File: src/cadq_pkg.sv
// Package for the class-aware drop queue: payload structs, entry layout,
// status and class codes, controller command and datapath status structs.
// No dependencies.
package cadq_pkg;

   localparam int QUEUE_DEPTH       = 16;
   localparam int MAX_TOPIC_BYTES   = 128;
   localparam int MAX_PAYLOAD_BYTES = 512;
   localparam int TAG_WIDTH         = 16;

   localparam int IDX_W    = $clog2(QUEUE_DEPTH);
   localparam int CNT_W    = $clog2(QUEUE_DEPTH + 1);
   localparam int SUM_W    = IDX_W + 1;
   localparam int REM_W    = 5;
   localparam int RESULT_LIMIT = 16;

   localparam logic       CMD_ENQUEUE   = 1'b0;
   localparam logic       CMD_POP       = 1'b1;
   localparam logic [1:0] CLS_AVAIL     = 2'd0;
   localparam logic [1:0] CLS_DISCOVERY = 2'd1;
   localparam logic [1:0] CLS_TELEMETRY = 2'd2;
   localparam logic [1:0] CLS_UNUSED    = 2'd3;
   localparam logic [1:0] QOS_RELIABLE  = 2'd1;
   localparam logic [1:0] QOS_MAX       = 2'd2;
   localparam logic [1:0] QOS_OVER      = 2'd3;

   typedef enum logic [2:0] {
      STAT_QUEUED  = 3'd0,
      STAT_DROPPED = 3'd1,
      STAT_INVALID = 3'd2,
      STAT_FULL    = 3'd3,
      STAT_SENT    = 3'd4,
      STAT_NONE    = 3'd5
   } status_type;

   typedef struct packed {
      logic        command;
      logic [1:0]  message_class;
      logic        retain_flag;
      logic [15:0] message_tag;
      logic        text_missing;
      logic [7:0]  topic_length;
      logic [9:0]  payload_length;
      logic [4:0]  pop_count;
      logic        sink_connected;
   } req_payload_type;

   typedef struct packed {
      logic [2:0]  status;
      logic [1:0]  out_class;
      logic [1:0]  out_qos;
      logic        out_retain;
      logic [15:0] out_tag;
      logic        last;
      logic [4:0]  queue_count;
      logic [31:0] dropped_count;
      logic [31:0] rejected_count;
   } rsp_payload_type;

   typedef struct packed {
      logic [1:0]           cls;
      logic [1:0]           qos;
      logic                 retain;
      logic [TAG_WIDTH-1:0] tag;
   } entry_type;

   typedef enum logic [1:0] {
      RD_IDX      = 2'd0,
      RD_IDX_NEXT = 2'd1,
      RD_HEAD     = 2'd2
   } rd_src_type;

   typedef enum logic [1:0] {
      WR_NEW_AT_COUNT = 2'd0,
      WR_NEW_AT_LAST  = 2'd1,
      WR_SHIFT        = 2'd2
   } wr_src_type;

   typedef struct packed {
      logic       item_load;
      logic       rd_en;
      rd_src_type rd_src;
      logic       wr_en;
      wr_src_type wr_src;
      logic       idx_clear;
      logic       idx_inc;
      logic       rem_load;
      logic       rem_dec;
      logic       pop_head;
      logic       count_inc;
      logic       drop_inc;
      logic       reject_inc;
      logic       emit;
      status_type status;
   } ctrl_cmd_type;

   typedef struct packed {
      logic cmd_pop;
      logic item_invalid;
      logic is_full;
      logic pop_none;
      logic rd_telemetry;
      logic idx_last;
      logic rem_last;
      logic out_free;
   } dp_stat_type;

   function automatic logic [IDX_W-1:0] ring_pos(input logic [IDX_W-1:0] head,
                                                input logic [IDX_W-1:0] off);
      logic [SUM_W-1:0] sum;
      sum = {1'b0, head} + {1'b0, off};
      if (sum >= SUM_W'(QUEUE_DEPTH)) begin
         sum = sum - SUM_W'(QUEUE_DEPTH);
      end
      return sum[IDX_W-1:0];
   endfunction

endpackage

File: src/cadq_ctrl.sv
// Controller state machine of the class-aware drop queue.
// Drives cadq_dpath through cadq_pkg::ctrl_cmd_type; reads cadq_pkg::dp_stat_type.
module cadq_ctrl (
   input  logic                   clock,
   input  logic                   reset,
   input  logic                   req_valid,
   output logic                   req_stall,
   input  cadq_pkg::dp_stat_type  stat,
   output cadq_pkg::ctrl_cmd_type cmd
);

   typedef enum logic [8:0] {
      S_IDLE     = 9'b000000001,
      S_DECIDE   = 9'b000000010,
      S_SCAN_RD  = 9'b000000100,
      S_SCAN_CHK = 9'b000001000,
      S_SHIFT_RD = 9'b000010000,
      S_SHIFT_WR = 9'b000100000,
      S_PLACE    = 9'b001000000,
      S_POP_RD   = 9'b010000000,
      S_POP_EMIT = 9'b100000000
   } state_type;

   state_type state_ff, state_in;

   assign req_stall = (state_ff != S_IDLE);

   always_comb begin
      state_in = state_ff;
      cmd      = '0;
      cmd.rd_src = cadq_pkg::RD_IDX;
      cmd.wr_src = cadq_pkg::WR_NEW_AT_COUNT;
      cmd.status = cadq_pkg::STAT_QUEUED;
      unique case (state_ff)
         S_IDLE: begin
            if (req_valid) begin
               cmd.item_load = 1'b1;
               state_in      = S_DECIDE;
            end
         end
         S_DECIDE: begin
            priority if (stat.cmd_pop) begin
               if (stat.pop_none) begin
                  if (stat.out_free) begin
                     cmd.emit   = 1'b1;
                     cmd.status = cadq_pkg::STAT_NONE;
                     state_in   = S_IDLE;
                  end
               end else begin
                  cmd.rem_load = 1'b1;
                  state_in     = S_POP_RD;
               end
            end else if (stat.item_invalid) begin
               if (stat.out_free) begin
                  cmd.emit       = 1'b1;
                  cmd.reject_inc = 1'b1;
                  cmd.status     = cadq_pkg::STAT_INVALID;
                  state_in       = S_IDLE;
               end
            end else if (!stat.is_full) begin
               if (stat.out_free) begin
                  cmd.wr_en     = 1'b1;
                  cmd.wr_src    = cadq_pkg::WR_NEW_AT_COUNT;
                  cmd.count_inc = 1'b1;
                  cmd.emit      = 1'b1;
                  cmd.status    = cadq_pkg::STAT_QUEUED;
                  state_in      = S_IDLE;
               end
            end else begin
               cmd.idx_clear = 1'b1;
               state_in      = S_SCAN_RD;
            end
         end
         S_SCAN_RD: begin
            cmd.rd_en  = 1'b1;
            cmd.rd_src = cadq_pkg::RD_IDX;
            state_in   = S_SCAN_CHK;
         end
         S_SCAN_CHK: begin
            priority if (stat.rd_telemetry) begin
               state_in = S_SHIFT_RD;
            end else if (stat.idx_last) begin
               if (stat.out_free) begin
                  cmd.emit       = 1'b1;
                  cmd.reject_inc = 1'b1;
                  cmd.status     = cadq_pkg::STAT_FULL;
                  state_in       = S_IDLE;
               end
            end else begin
               cmd.idx_inc = 1'b1;
               state_in    = S_SCAN_RD;
            end
         end
         S_SHIFT_RD: begin
            if (stat.idx_last) begin
               state_in = S_PLACE;
            end else begin
               cmd.rd_en  = 1'b1;
               cmd.rd_src = cadq_pkg::RD_IDX_NEXT;
               state_in   = S_SHIFT_WR;
            end
         end
         S_SHIFT_WR: begin
            cmd.wr_en   = 1'b1;
            cmd.wr_src  = cadq_pkg::WR_SHIFT;
            cmd.idx_inc = 1'b1;
            state_in    = S_SHIFT_RD;
         end
         S_PLACE: begin
            if (stat.out_free) begin
               cmd.wr_en    = 1'b1;
               cmd.wr_src   = cadq_pkg::WR_NEW_AT_LAST;
               cmd.drop_inc = 1'b1;
               cmd.emit     = 1'b1;
               cmd.status   = cadq_pkg::STAT_DROPPED;
               state_in     = S_IDLE;
            end
         end
         S_POP_RD: begin
            cmd.rd_en  = 1'b1;
            cmd.rd_src = cadq_pkg::RD_HEAD;
            state_in   = S_POP_EMIT;
         end
         S_POP_EMIT: begin
            if (stat.out_free) begin
               cmd.emit     = 1'b1;
               cmd.status   = cadq_pkg::STAT_SENT;
               cmd.pop_head = 1'b1;
               cmd.rem_dec  = 1'b1;
               state_in     = stat.rem_last ? S_IDLE : S_POP_RD;
            end
         end
         default: begin
            state_in = S_IDLE;
         end
      endcase
   end

   always_ff @(posedge clock) begin
      if (reset) begin
         state_ff <= S_IDLE;
      end else begin
         state_ff <= state_in;
      end
   end

endmodule

File: src/cadq_dpath.sv
// Datapath of the class-aware drop queue: entry memory, ring pointers,
// counters, telemetry QoS register and result register. Uses cadq_pkg.
module cadq_dpath (
   input  logic                      clock,
   input  logic                      reset,
   input  cadq_pkg::req_payload_type req_payload,
   input  logic                      csr_valid,
   output logic                      csr_ready,
   input  logic [1:0]                csr_data,
   output logic                      rsp_valid,
   input  logic                      rsp_stall,
   output cadq_pkg::rsp_payload_type rsp_payload,
   input  cadq_pkg::ctrl_cmd_type    cmd,
   output cadq_pkg::dp_stat_type     stat
);

   cadq_pkg::entry_type       mem_ff [cadq_pkg::QUEUE_DEPTH];
   cadq_pkg::entry_type       rd_data_ff;
   cadq_pkg::req_payload_type item_ff;
   logic [cadq_pkg::IDX_W-1:0] head_ff, head_in;
   logic [cadq_pkg::CNT_W-1:0] count_ff, count_in;
   logic [cadq_pkg::IDX_W-1:0] idx_ff, idx_in;
   logic [cadq_pkg::REM_W-1:0] rem_ff, rem_in;
   logic [31:0]               dropped_ff, dropped_in;
   logic [31:0]               rejected_ff, rejected_in;
   logic [1:0]                qos_ff, qos_in;
   logic                      rsp_valid_ff, rsp_valid_in;
   cadq_pkg::rsp_payload_type rsp_ff, rsp_in;

   logic [cadq_pkg::IDX_W-1:0] rd_addr, wr_addr;
   cadq_pkg::entry_type       new_entry, wr_data;
   logic [cadq_pkg::REM_W-1:0] want;
   logic                      out_free;

   assign csr_ready   = 1'b1;
   assign rsp_valid   = rsp_valid_ff;
   assign rsp_payload = rsp_ff;
   assign out_free    = !rsp_valid_ff || !rsp_stall;

   always_comb begin
      stat.cmd_pop      = (item_ff.command == cadq_pkg::CMD_POP);
      stat.item_invalid = item_ff.text_missing
                       || (item_ff.message_class == cadq_pkg::CLS_UNUSED)
                       || (item_ff.topic_length == '0)
                       || (item_ff.topic_length >= 8'(cadq_pkg::MAX_TOPIC_BYTES))
                       || (item_ff.payload_length >= 10'(cadq_pkg::MAX_PAYLOAD_BYTES));
      stat.is_full      = (count_ff >= cadq_pkg::CNT_W'(cadq_pkg::QUEUE_DEPTH));
      stat.pop_none     = !item_ff.sink_connected || (item_ff.pop_count == '0)
                       || (count_ff == '0);
      stat.rd_telemetry = (rd_data_ff.cls == cadq_pkg::CLS_TELEMETRY);
      stat.idx_last     = (idx_ff == cadq_pkg::IDX_W'(cadq_pkg::QUEUE_DEPTH - 1));
      stat.rem_last     = (rem_ff == cadq_pkg::REM_W'(1));
      stat.out_free     = out_free;
   end

   always_comb begin
      new_entry.cls    = item_ff.message_class;
      new_entry.retain = item_ff.retain_flag;
      new_entry.qos    = (item_ff.message_class == cadq_pkg::CLS_TELEMETRY)
                         ? qos_ff : cadq_pkg::QOS_RELIABLE;
      new_entry.tag    = cadq_pkg::TAG_WIDTH'(item_ff.message_tag);

      unique case (cmd.rd_src)
         cadq_pkg::RD_IDX:      rd_addr = cadq_pkg::ring_pos(head_ff, idx_ff);
         cadq_pkg::RD_IDX_NEXT: rd_addr = cadq_pkg::ring_pos(head_ff, idx_ff + 1'b1);
         cadq_pkg::RD_HEAD:     rd_addr = head_ff;
         default:               rd_addr = head_ff;
      endcase

      unique case (cmd.wr_src)
         cadq_pkg::WR_NEW_AT_COUNT: begin
            wr_addr = cadq_pkg::ring_pos(head_ff, count_ff[cadq_pkg::IDX_W-1:0]);
            wr_data = new_entry;
         end
         cadq_pkg::WR_NEW_AT_LAST: begin
            wr_addr = cadq_pkg::ring_pos(head_ff,
                         cadq_pkg::IDX_W'(cadq_pkg::QUEUE_DEPTH - 1));
            wr_data = new_entry;
         end
         cadq_pkg::WR_SHIFT: begin
            wr_addr = cadq_pkg::ring_pos(head_ff, idx_ff);
            wr_data = rd_data_ff;
         end
         default: begin
            wr_addr = '0;
            wr_data = new_entry;
         end
      endcase
   end

   always_comb begin
      head_in     = head_ff;
      count_in    = count_ff;
      idx_in      = idx_ff;
      rem_in      = rem_ff;
      dropped_in  = dropped_ff;
      rejected_in = rejected_ff;
      qos_in      = qos_ff;
      want        = (item_ff.pop_count > cadq_pkg::REM_W'(cadq_pkg::RESULT_LIMIT))
                    ? cadq_pkg::REM_W'(cadq_pkg::RESULT_LIMIT) : item_ff.pop_count;

      if (csr_valid) begin
         qos_in = (csr_data == cadq_pkg::QOS_OVER) ? cadq_pkg::QOS_MAX : csr_data;
      end
      if (cmd.idx_clear) begin
         idx_in = '0;
      end else if (cmd.idx_inc) begin
         idx_in = idx_ff + 1'b1;
      end
      if (cmd.rem_load) begin
         rem_in = (int'(count_ff) < int'(want)) ? cadq_pkg::REM_W'(count_ff) : want;
      end else if (cmd.rem_dec) begin
         rem_in = rem_ff - 1'b1;
      end
      if (cmd.pop_head) begin
         head_in  = cadq_pkg::ring_pos(head_ff, cadq_pkg::IDX_W'(1));
         count_in = count_ff - 1'b1;
      end else if (cmd.count_inc) begin
         count_in = count_ff + 1'b1;
      end
      if (cmd.drop_inc) begin
         dropped_in = dropped_ff + 32'd1;
      end
      if (cmd.reject_inc) begin
         rejected_in = rejected_ff + 32'd1;
      end
   end

   always_comb begin
      rsp_in       = rsp_ff;
      rsp_valid_in = rsp_valid_ff && !out_free;
      if (cmd.emit) begin
         rsp_valid_in          = 1'b1;
         rsp_in                = '0;
         rsp_in.status         = cmd.status;
         rsp_in.queue_count    = 5'(count_in);
         rsp_in.dropped_count  = dropped_in;
         rsp_in.rejected_count = rejected_in;
         rsp_in.last           = 1'b1;
         if (cmd.status == cadq_pkg::STAT_SENT) begin
            rsp_in.out_class  = rd_data_ff.cls;
            rsp_in.out_qos    = rd_data_ff.qos;
            rsp_in.out_retain = rd_data_ff.retain;
            rsp_in.out_tag    = 16'(rd_data_ff.tag);
            rsp_in.last       = stat.rem_last;
         end
      end
   end

   always_ff @(posedge clock) begin
      if (cmd.wr_en) begin
         mem_ff[wr_addr] <= wr_data;
      end
      if (cmd.rd_en) begin
         rd_data_ff <= mem_ff[rd_addr];
      end
   end

   always_ff @(posedge clock) begin
      if (cmd.item_load) begin
         item_ff <= req_payload;
      end
      idx_ff <= idx_in;
      rem_ff <= rem_in;
      rsp_ff <= rsp_in;
   end

   always_ff @(posedge clock) begin
      if (reset) begin
         head_ff      <= '0;
         count_ff     <= '0;
         dropped_ff   <= '0;
         rejected_ff  <= '0;
         qos_ff       <= '0;
         rsp_valid_ff <= 1'b0;
      end else begin
         head_ff      <= head_in;
         count_ff     <= count_in;
         dropped_ff   <= dropped_in;
         rejected_ff  <= rejected_in;
         qos_ff       <= qos_in;
         rsp_valid_ff <= rsp_valid_in;
      end
   end

   a_pop_nonempty: assert property (@(posedge clock) disable iff (reset)
      cmd.pop_head |-> count_ff != '0)
      else $error("pop from empty ring");

   a_append_room: assert property (@(posedge clock) disable iff (reset)
      (cmd.wr_en && cmd.wr_src == cadq_pkg::WR_NEW_AT_COUNT)
      |-> count_ff < cadq_pkg::CNT_W'(cadq_pkg::QUEUE_DEPTH))
      else $error("append into full ring");

   a_drop_full: assert property (@(posedge clock) disable iff (reset)
      (cmd.emit && cmd.status == cadq_pkg::STAT_DROPPED)
      |-> count_ff == cadq_pkg::CNT_W'(cadq_pkg::QUEUE_DEPTH))
      else $error("eviction while ring not full");

   a_no_overwrite: assert property (@(posedge clock) disable iff (reset)
      cmd.emit |-> out_free)
      else $error("result register overwritten while stalled");

   a_count_bound: assert property (@(posedge clock) disable iff (reset)
      cmd.count_inc |=> count_ff <= cadq_pkg::CNT_W'(cadq_pkg::QUEUE_DEPTH))
      else $error("entry count above depth");

endmodule

File: src/class_aware_drop_queue.sv
// Class-aware drop queue: a 16-entry ring of outgoing messages that evicts
// its oldest telemetry entry when full. An item is registered in S_IDLE and
// decided in S_DECIDE. A full ring is scanned from the head for a telemetry
// entry; if none is found the enqueue is refused, else the entries behind it
// are shifted one place toward the head and the new entry is written at the
// last slot. A pop reads and emits one entry at a time. The entry memory has
// a single registered read port.
// The result register holds one beat, so a new item is taken while the
// previous result still waits on rsp_stall.
// Depends on cadq_pkg, cadq_ctrl and cadq_dpath.
module class_aware_drop_queue (
   input  logic                      clock,
   input  logic                      reset,
   input  logic                      req_valid,
   output logic                      req_stall,
   input  cadq_pkg::req_payload_type req_payload,
   output logic                      rsp_valid,
   input  logic                      rsp_stall,
   output cadq_pkg::rsp_payload_type rsp_payload,
   input  logic                      csr_valid,
   output logic                      csr_ready,
   input  logic [1:0]                csr_data
);

   cadq_pkg::ctrl_cmd_type cmd;
   cadq_pkg::dp_stat_type  stat;

   cadq_ctrl u_ctrl (
      .clock     (clock),
      .reset     (reset),
      .req_valid (req_valid),
      .req_stall (req_stall),
      .stat      (stat),
      .cmd       (cmd)
   );

   cadq_dpath u_dpath (
      .clock       (clock),
      .reset       (reset),
      .req_payload (req_payload),
      .csr_valid   (csr_valid),
      .csr_ready   (csr_ready),
      .csr_data    (csr_data),
      .rsp_valid   (rsp_valid),
      .rsp_stall   (rsp_stall),
      .rsp_payload (rsp_payload),
      .cmd         (cmd),
      .stat        (stat)
   );

endmodule

File: config.mk
export PLATFORM = sky130hd
export DESIGN_NAME = class_aware_drop_queue
export DESIGN_NICKNAME = d
export VERILOG_FILES = /design/src/cadq_pkg.sv /design/src/cadq_ctrl.sv /design/src/cadq_dpath.sv /design/src/class_aware_drop_queue.sv
export SDC_FILE = /design/constraint.sdc
export NUM_CORES = 1
export LEC_CHECK = 0
export BUFFER_PORTS_ARGS = -buffer_cell sky130_fd_sc_hd__buf_4
export CAP_MARGIN = 25
export CORE_MARGIN = 3
export CORE_UTILIZATION = 41
export CTS_CLUSTER_DIAMETER = 60
export DETAILED_ROUTE_END_ITERATION = 10
export PLACE_DENSITY = 0.67
export SKIP_LAST_GASP = 1
export SLEW_MARGIN = 20
export SYNTH_ARGS = -nofsm -noshare
export SYNTH_HDL_FRONTEND = slang
export SYNTH_SLANG_ARGS = --single-unit
File: constraint.sdc
create_clock -name clock -period 3.95 [get_ports clock]
set_clock_uncertainty 0.1 [all_clocks]
set_input_delay 0.1975 -clock clock [delete_from_list [all_inputs] [get_ports clock]]
set_output_delay 0.1975 -clock clock [all_outputs]
set_load 0.005 [all_outputs]
# [After elaboration in Yosys (flattened, before gate mapping)]
# Memory sizes are Yosys's and may differ from the RTL's. A register that Yosys moved wholly into a read port is not among the register bits.
# Index checks and enable logic that the tools add are counted.
[totals] elab_cells=170 n_memories=1 ramBits=336 regBits=233 in_bits=52
[classes] add_sub_neg=16 magnitude_cmp=10 n_reduce_logical=19 mux=75 eq_ne=22
[memory_table] name="u_dpath.mem_ff" depth=16 word_bits=21 read_ports=1 rd_clocked_by_memory_dff=1 wr=1 line_no="cadq_dpath.sv:17" text="cadq_pkg::entry_type mem_ff [cadq_pkg::QUEUE_DEPTH];"
[op_table] operator="$mux W9" count=9
[op_table] operator="$pmux W9 S9" count=1
[op_table] operator="$add A32 B1 Y32 const B" count=2
[op_table] operator="$mux W32" count=2
[op_table] operator="$mux W4" count=15
[op_table] operator="$mux W5" count=10
[op_table] operator="$ge A5 B5 Y1 const B" count=6
[op_table] operator="$mux W21" count=1
[op_table] operator="$mux W1" count=20
[op_table] operator="$sub A4 B1 Y4 const B" count=5
[op_table] operator="$pmux W3 S3" count=2
[op_table] operator="$pmux W4 S4" count=1
[op_table] operator="$add A4 B4 Y5" count=3
[op_table] operator="$mux W3" count=4
[op_table] operator="$pmux W4 S3" count=1
[op_table] operator="$eq A2 B2 Y1 const B" count=5
[op_table] operator="$ge A10 B10 Y1 const B" count=1
[op_table] operator="$logic_not A5 Y1" count=2
[op_table] operator="$sub A5 B1 Y5 const B" count=2
[op_table] operator="$eq A9 B1 Y1 const B" count=1
[op_table] operator="$eq A9 B2 Y1 const B" count=1
[op_table] operator="$eq A9 B3 Y1 const B" count=1
[op_table] operator="$eq A9 B4 Y1 const B" count=1
[op_table] operator="$eq A9 B5 Y1 const B" count=1
[op_table] operator="30 further kinds" count=45

# [Longest topological paths before layout]
# Gate-level depths: netlist of run 1.
[logic_depth] word_depth=10 mapped_depth=15

# [By module]
# Synthesis of run 1 repeated with hierarchy kept, for this count alone.
[hier_totals] hier_cells=1581 area_unflattened_um2=24262.0
[modules_own_cells] mod="cadq_dpath" seq_area_each_um2=16375.7 n_inst=1 area_per_inst_um2=23455.0 cells_per_inst=1471
[modules_own_cells] mod="cadq_ctrl" seq_area_each_um2=180.2 n_inst=1 area_per_inst_um2=807.0 cells_per_inst=110

# [Worst setup path after synthesis of run 1]
# Ideal clock, no wire load.
[synth_path] path_kind="reg-to-reg" start="register u_dpath.count_ff[1] (netlist bit)" end="register u_dpath.rsp_ff (netlist bit u_dpath.rsp_payload[0]), enable pin" setup_time_ps=458 arrival_time_ps=3719 synth_period_minus_slack_ps=4277 path_stages_with_launch=8 setup_slack_ps=-327 path_cell_list="dfxtp_1 inv_1 ha_1 or4b_2 o211ai_1 nand3_1 a21oi_1 or3_1"
[synth_lines] item="start, declared" line_no="cadq_dpath.sv:21" text="logic [cadq_pkg::CNT_W-1:0] count_ff, count_in;"
[synth_lines] item="start signal, assigned" line_no="cadq_dpath.sv:178" text="count_ff <= count_in;"
[synth_lines] item="end signal, assigned" line_no="cadq_dpath.sv:165" text="rsp_ff <= rsp_in;"
[synth_lines] item="end, declared" line_no="cadq_dpath.sv:28" text="cadq_pkg::rsp_payload_type rsp_ff, rsp_in;"

# [Worst setup path in the final report of run 1]
[layout_path] start="register u_ctrl.state_ff[1]" end="memory u_dpath.mem_ff[15][15] (netlist bit), enable pin"
[layout_via] elab_chain_cells=4
[layout_lines] item="start, declared" line_no="cadq_ctrl.sv:24" text="state_type state_ff, state_in;"
[layout_lines] item="start signal, assigned" line_no="cadq_ctrl.sv:143" text="state_ff <= state_in;"
[layout_lines] item="$eq A9 B7 Y1 (tied with other cells)" line_no="cadq_ctrl.sv:34" text="unique case (state_ff)"
[layout_lines] item="$pmux W3 S3 *" line_no="cadq_ctrl.sv:34"
[layout_lines] item="$eq A2 B2 Y1 (tied with other cells)" line_no="cadq_dpath.sv:70" text="unique case (cmd.wr_src)"
[layout_lines] item="$pmux W4 S3 or $mux W1 (tied branches)" line_no="cadq_dpath.sv:70, cadq_dpath.sv:152"
[layout_lines] item="end, declared" line_no="cadq_dpath.sv:17"
# Every way passes the cells marked *; elsewhere a longest branch is shown, timed or not.

==> flow_metrics.py, run 1 <==
metrics = {
    "status": {
        "status": "complete, no violations",
    },
    "yosys": {
        "synth.most_common_cell": "edfxtp_1",
        "synth-edff-count": 492,
        "synth_cells": 1838,
        "synth_top_area_share": 0.602,
        "ys_top_cells_by_count": "edfxtp_1 (492), o21ai_0 (172), nand3_1 (115), nand2_1 (104)",
        "synth_flop_cell": "edfxtp_1",
        "avgSynthCellArea_um2": 13.3,
        "synth_nets": 1914,
        "async_reset_ff_frac": 0,
        "synth_top_cell_by_area": "edfxtp_1",
        "synth.area.top_cells": "edfxtp_1 (60%), dfxtp_1 (7.3%), o21ai_0 (3.5%), a32oi_1 (3.0%), a311oi_1 (3.0%)",
        "synthDistinctLibCells": 70,
        "syn_area_um2": 24500,
        "yosys_warnings": 0,
        "ys_seq_area_frac": 0.675,
        "synth_seq_cells": 581,
    },
    "worst_setup_path": {
        "worstPathCellList": "or3_4 -> or2_1 -> nor2_1 -> nand2_1 -> buf_4 -> nand2_1 -> ha_1 -> inv_1 -> fa_1 -> xor2_1 -> nand2_1 -> o21a_1 -> nand2b_1 -> nor2_2 -> buf_12",
        "critPathMaxFanout": 12,
        "r2r.worst_path.cells": 15,
        "crit_family": "simple AND/OR/NAND/NOR gates",
        "cpMostUsedCell": "nand2_1",
        "crit_slowest_cell": "nor2_2",
        "crit_path_max_incr_delay_ps": 650,
        "crit_type": "reg -> reg",
        "startpoint_type": "register",
        "end_kind": "register",
        "path_buf_inv": 3,
        "rr_startpoint": "u_ctrl.state_ff[1]",
        "cp.depth": 15,
        "arrival_ps": 4140,
        "rrSetupSlack_ps": 30,
        "reg2reg_to": "u_dpath.mem_ff[15][15]",
        "worst-endpoint-required_ps": 4160,
    },
    "sta": {
        "finalSetupViolCount": 0,
        "rsz0062_at_grt": "true",
        "drv_slew": 0,
        "clock.fmax_ghz": 0.255,
        "hold_violations": 0,
        "tightest_slew_ps": 908,
        "finalCriticalPeriod_ps": 3920,
        "relSlewSlack": 0.395,
        "finalCritPeriodShare": 0.993,
        "hold_ws_ps": 56.1,
    },
    "routing": {
        "post_drt_wl_per_cell_um": 20.7,
        "vias": 16100,
        "vias_per_cell": 5.67,
        "first_pass_iters": 5,
        "drc": 0,
        "drt_first_iter_violations": 1572,
        "drtAntennaViolNets": 0,
        "wl_mm": 58.7,
    },
    "finish": {
        "syn2layout_area_growth_pct": 19.1,
        "seq_area_um2": 16600,
        "drive_gt1_frac": 0.172,
        "nFillCells": 4940,
        "nNetsFinal": 2093,
        "multi_input_area_um2": 7360,
    },
    "power_and_ir_drop": {
        "powerDensity_nw_per_um2": 429,
        "p_leak_nw": 10.1,
        "total_power_mw": 12.5,
        "ir_worst_vdd_mv": 0.344,
    },
    "min_path": {
        "min_path_cells": 3,
        "hp-start": "req_valid",
        "hp-class": "in -> reg",
        "hold_end": "u_dpath.item_ff[29]",
    },
    "global_route": {
        "grt_util_met2": 0.310,
        "antenna_found_initial": 1,
        "grt_remaining_overflow": 0,
        "grtUsageMet3": 0.0331,
        "grt_pass1_vias": 16000,
        "track_usage": 0.182,
        "grt_use_met1": 0.236,
        "top_usage_layer": "met2",
        "grt_max_degree": 101,
        "grt_pass1_wl_mm": 90.8,
    },
    "cts": {
        "clk_latency_ps": 610,
        "clockBufferDepth": 3,
        "cts_tree": "done",
        "cts_made_buffers": 55,
        "cts_sinks": 581,
        "path_clk_slew_ps": 60,
        "cts_resized": 0,
        "h-tree-depth": 2,
        "root_buffer": "clkbuf_16",
    },
    "floorplanning": {
        "num_rows": 89,
        "fp.dieArea_um2": 62800,
        "die_x_um": 251,
        "core-area_um2": 59100,
        "die_h_um": 251,
        "initial_core_util": 0.415,
        "io_pins": 149,
    },
    "placement": {
        "io_buffers": 138,
        "place_congestion": 0.847,
        "hpwl_mm": 37.0,
    },
    "job": {
        "maxCapViolCount": 0,
    },
}
==> registers in the layout, summed over array words and instances (netlist names) <==
register / cells
u_dpath.rsp_payload: 94
u_dpath.head_ff: 4
u_dpath.rd_data_ff: 21
u_dpath.rem_ff: 5
u_dpath.idx_ff: 4
u_dpath.mem_ff: 336
u_dpath.rsp_valid: 1
u_dpath.qos_ff: 2
u_dpath.count_ff: 5
u_dpath.rejected_ff: 32
u_dpath.item_ff: 35
u_dpath.dropped_ff: 32
u_ctrl.state_ff: 9
u_dpath.stat: 1
==> cell families after synthesis <==
| group | synth area share |
|---|---|
| compound gates | 0.116 |
| other cells | 0.000153 |
| flops | 0.675 |
| mux | 0.0292 |
| xor+xnor | 0.0314 |
| fa+ha+maj | 0.0132 |
| simple gates | 0.105 |
| buf+inv | 0.0295 |
==> metrics by stage <==
| step | util | cells | TNS [ps] | cell area [µm²] | worst slack (ps) |
|---|---|---|---|---|---|
| after floorplan | - | 1838 | -68320 | 24500 | -212 |
| after detailed placement | 0.455 | 2690 | 0 | 26900 | 89.8 |
| after CTS | 0.493 | 2833 | 0 | 29200 | 60.3 |
| after global placement | 0.455 | 2690 | 0 | 26900 | 172 |
| final | 0.494 | 2836 | 0 | 29200 | 28.1 |
| after global routing | 0.494 | 2836 | -6440 | 29200 | -198 |
==> worst reg2reg max path: cells and delay by family, from the launching register on <==
kind | cells | cell delay [ps]
adders and majority gates | 2 | 550
buffers and inverters | 3 | 440
and+or+nand+nor | 8 | 1870
xor gates and xnor gates | 1 | 170
AOI/OAI and AO/OA | 1 | 170
DFF | 1 | 320
==> cell usage in the layout, fill, tap and decap left out, types with 49 or more instances in the layout <==
cell,netlist,final
buf_4,6,200
a311oi_1,84,84
nand3_1,115,115
clkbuf_16,0,57
o21ai_0,172,171
dfxtp_1,89,89
mux2i_1,67,67
nand2_1,104,104
a32oi_1,85,85
edfxtp_1,492,492
nor2b_1,74,74
xnor2_1,55,55
nor2_1,68,49
==> metal layers <==
metal  up-vias  wire [µm]  share of wire
li1       7440          -              -
met1      7944      24300           0.41
met2       597      28900           0.49
met3       107       3760          0.064
met4         0       1700          0.029
met5         -          0              0
==> area by class of cell <==
cell class | count | share of cell area
Clock inverter | 32 | 0.0114
Inverter | 27 | 0.00347
Tap cell | 773 | 0.0331
Antenna cell | 1 | 0.0000857
Clock buffer | 70 | 0.0522
Sequential cell | 581 | 0.567
Multi-Input combinational cell | 1088 | 0.252
Timing Repair Buffer | 264 | 0.0810
==> how the worst max path moves through the flow <==
stage	to	start	slack, ps
after floorplan	u_dpath.mem_ff[5][0]	u_ctrl.state_ff[1]	-210
after global placement	u_dpath.mem_ff[13][1]	u_ctrl.state_ff[1]	170
after detailed placement	u_dpath.mem_ff[15][15]	u_ctrl.state_ff[1]	90
after CTS	u_dpath.mem_ff[15][14]	u_ctrl.state_ff[1]	60
after global routing	u_dpath.mem_ff[15][12]	u_ctrl.state_ff[1]	-200
final	u_dpath.mem_ff[15][15]	u_ctrl.state_ff[1]	30
==> power by group <==
group	total [mW]	switching, mW	internal [mW]	leakage [nW]
registers	6.73	0.0216	6.70	5.13
clock network	5.39	2.21	3.18	0.916
logic	0.409	0.277	0.133	4.07
total	12.5	2.51	10.0	10.1
==> repair_timing <==
| action | in CTS | in global routing |
|---|---|---|
| hold buffers | 41 | 0 |
| hold endpoints to repair | 38 | 0 |
| endpoints found under the setup margin | 0 | 54 |
| setup buffers | 0 | 0 |
(Power assumes the default switching activity.)
==> inputs of run 2 (changes only) <==
--- a/config.mk
+++ b/config.mk
@@ -7,8 +7,10 @@
 export LEC_CHECK = 0
 export BUFFER_PORTS_ARGS = -buffer_cell sky130_fd_sc_hd__buf_4
 export CAP_MARGIN = 25
+export CORE_ASPECT_RATIO = 0.75
 export CORE_MARGIN = 3
 export CORE_UTILIZATION = 41
+export CTS_BUF_LIST = sky130_fd_sc_hd__clkbuf_4 sky130_fd_sc_hd__clkbuf_8
 export CTS_CLUSTER_DIAMETER = 60
 export DETAILED_ROUTE_END_ITERATION = 10
 export PLACE_DENSITY = 0.67
==> flow_metrics.py, run 2 (synthesized netlist as in run 1, its figures left out) <==
metrics = {
    "worst_setup_path": {
        "crit_slowest_cell": "or3_4",
        "crit_path_max_incr_delay_ps": 440,
        "crit_family": "simple AND/OR/NAND/NOR gates",
        "startpoint_type": "register",
        "path_buf_inv": 1,
        "worstPathCellList": "or3_4 -> or2_1 -> nor2_1 -> nand2_1 -> nand2_1 -> ha_1 -> a21o_1 -> a21oi_1 -> xor2_1 -> mux2i_1 -> xnor2_1 -> nand2_1 -> nor2_2 -> buf_12",
        "rrSetupSlack_ps": 230,
        "arrival_ps": 3950,
        "worst-endpoint-required_ps": 4180,
        "crit_type": "reg -> reg",
        "cpMostUsedCell": "nand2_1",
        "critPathMaxFanout": 21,
        "end_kind": "register",
    },
    "routing": {
        "wl_mm": 62.2,
        "drc": 0,
        "first_pass_iters": 5,
        "drt_first_iter_violations": 1838,
        "vias_per_cell": 5.72,
        "post_drt_wl_per_cell_um": 21.5,
        "drtAntennaViolNets": 0,
        "vias": 16600,
    },
    "power_and_ir_drop": {
        "ir_worst_vdd_mv": 0.219,
        "total_power_mw": 12.3,
        "p_leak_nw": 10.1,
        "powerDensity_nw_per_um2": 420,
    },
    "floorplanning": {
        "die_x_um": 288,
        "num_rows": 76,
        "initial_core_util": 0.421,
        "core-area_um2": 58300,
        "fp.dieArea_um2": 62800,
        "io_pins": 149,
        "die_h_um": 218,
    },
    "sta": {
        "finalCriticalPeriod_ps": 3720,
        "clock.fmax_ghz": 0.269,
        "finalSetupViolCount": 0,
        "relSlewSlack": 0.366,
        "tightest_slew_ps": 951,
        "hold_violations": 0,
        "rsz0062_at_grt": "false",
        "drv_slew": 0,
        "finalCritPeriodShare": 0.942,
        "finalSetupTns_ps": 0,
    },
    "status": {
        "status": "complete, no violations",
    },
    "global_route": {
        "track_usage": 0.196,
        "top_usage_layer": "met2",
        "grt_pass1_wl_mm": 95.1,
        "grt_use_met1": 0.278,
        "grtUsageMet3": 0.0412,
        "grt_pass1_vias": 16100,
        "antenna_found_initial": 0,
        "grt_max_degree": 89,
        "grt_util_met2": 0.302,
        "grt_remaining_overflow": 0,
    },
    "min_path": {
        "hp-class": "in -> reg",
    },
    "finish": {
        "mostFrequentLayoutCells": "edfxtp_1 (492), buf_4 (176), o21ai_0 (170)",
        "largest_register": "u_dpath.mem_ff",
        "drive_gt1_frac": 0.188,
        "finalNonFillerCells": 2893,
        "nFillCells": 4888,
        "mostFrequentLayoutCell": "edfxtp_1",
        "largest_register_ffs": 336,
        "diodes": 0,
        "syn2layout_area_growth_pct": 19.1,
        "nNetsFinal": 2116,
    },
    "placement": {
        "io_buffers": 138,
        "dp.cells": 2682,
        "hpwl_mm": 36.1,
        "place_congestion": 0.849,
    },
    "cts": {
        "h-tree-depth": 3,
        "cts_sinks": 581,
        "path_clk_slew_ps": 60,
        "clockBufferDepth": 3,
        "root_buffer": "clkbuf_8",
        "clk_latency_ps": 690,
        "cts_tree": "done",
        "cts_made_buffers": 92,
    },
    "job": {
        "maxCapViolCount": 0,
    },
}
==> run 2: changes by cell type in the layout (fill, tap and decap cells not counted), moves of 3 or more <==
cell           change
clkbuf_8          +96
clkbuf_16         -57
clkbuf_4          +33
buf_4             -24
clkinv_1          +12
buf_12             +9
clkbuf_1           -8
clkinv_2           -8
bufinv_16          -5
dlygate4sd3_1      +3
inv_6              +3
==> run 2: power breakdown <==
group,switching (mW),internal [mW],total [mW]
Clock,2.35,2.80,5.15
Sequential,0.0228,6.71,6.73
Combinational,0.275,0.127,0.402
==> run 2: area by class of cell <==
cell class	instances	area [µm²]	share of cell area
tap	780	976	0.0334
inverter	27	101	0.00347
clock inverter	33	223	0.00762
multi-input combinational	1088	7360	0.252
timing repair buffer	250	2360	0.0809
sequential	581	16600	0.567
clock buffer	134	1640	0.0561
==> run 2: final timing paths <==
| kind | cells after the start | to | start |
|---|---|---|---|
| max | 14 | u_dpath.mem_ff[2][19] | u_ctrl.state_ff[2] |
| min | 6 | u_dpath.rsp_payload[33] | rsp_stall |
| max reg2reg | 14 | u_dpath.mem_ff[2][19] | u_ctrl.state_ff[2] |
| min reg2reg | 2 | u_dpath.rejected_ff[31] | u_dpath.rejected_ff[31] |
==> run 2: through the flow <==
step / area, µm² / setup WS (ps) / hold slack (ps) / utilization
floorplan: 24500 / -212 / 196 / -
CTS: 29200 / 124 / 14.0 / 0.501
detailed placement: 26900 / 211 / 277 / 0.462
finish: 29200 / 229 / 71.3 / 0.501
global placement: 26900 / 243 / 276 / 0.462
global route: 29200 / 17.3 / 68.5 / 0.501
==> run 2: tightest hold or removal path, stage by stage <==
cell and delay (ps):
buf_4 80, nand2_1 90, nand2_1 100, buf_4 120
nand2_1 70, nand2_1 80
==> run 2: timing repair <==
item,in CTS,in global routing
hold buffers,44,0
hold endpoints to repair,70,0
buffers inserted,0,0
setup endpoints to repair,0,11
resized for setup,0,2
==> run 2: metal layers <==
layer | vias to the layer above | part of all wire
met5 | - | 0
met4 | 0 | 0.024
met3 | 117 | 0.084
met2 | 717 | 0.46
met1 | 8210 | 0.44
li1 | 7513 | -
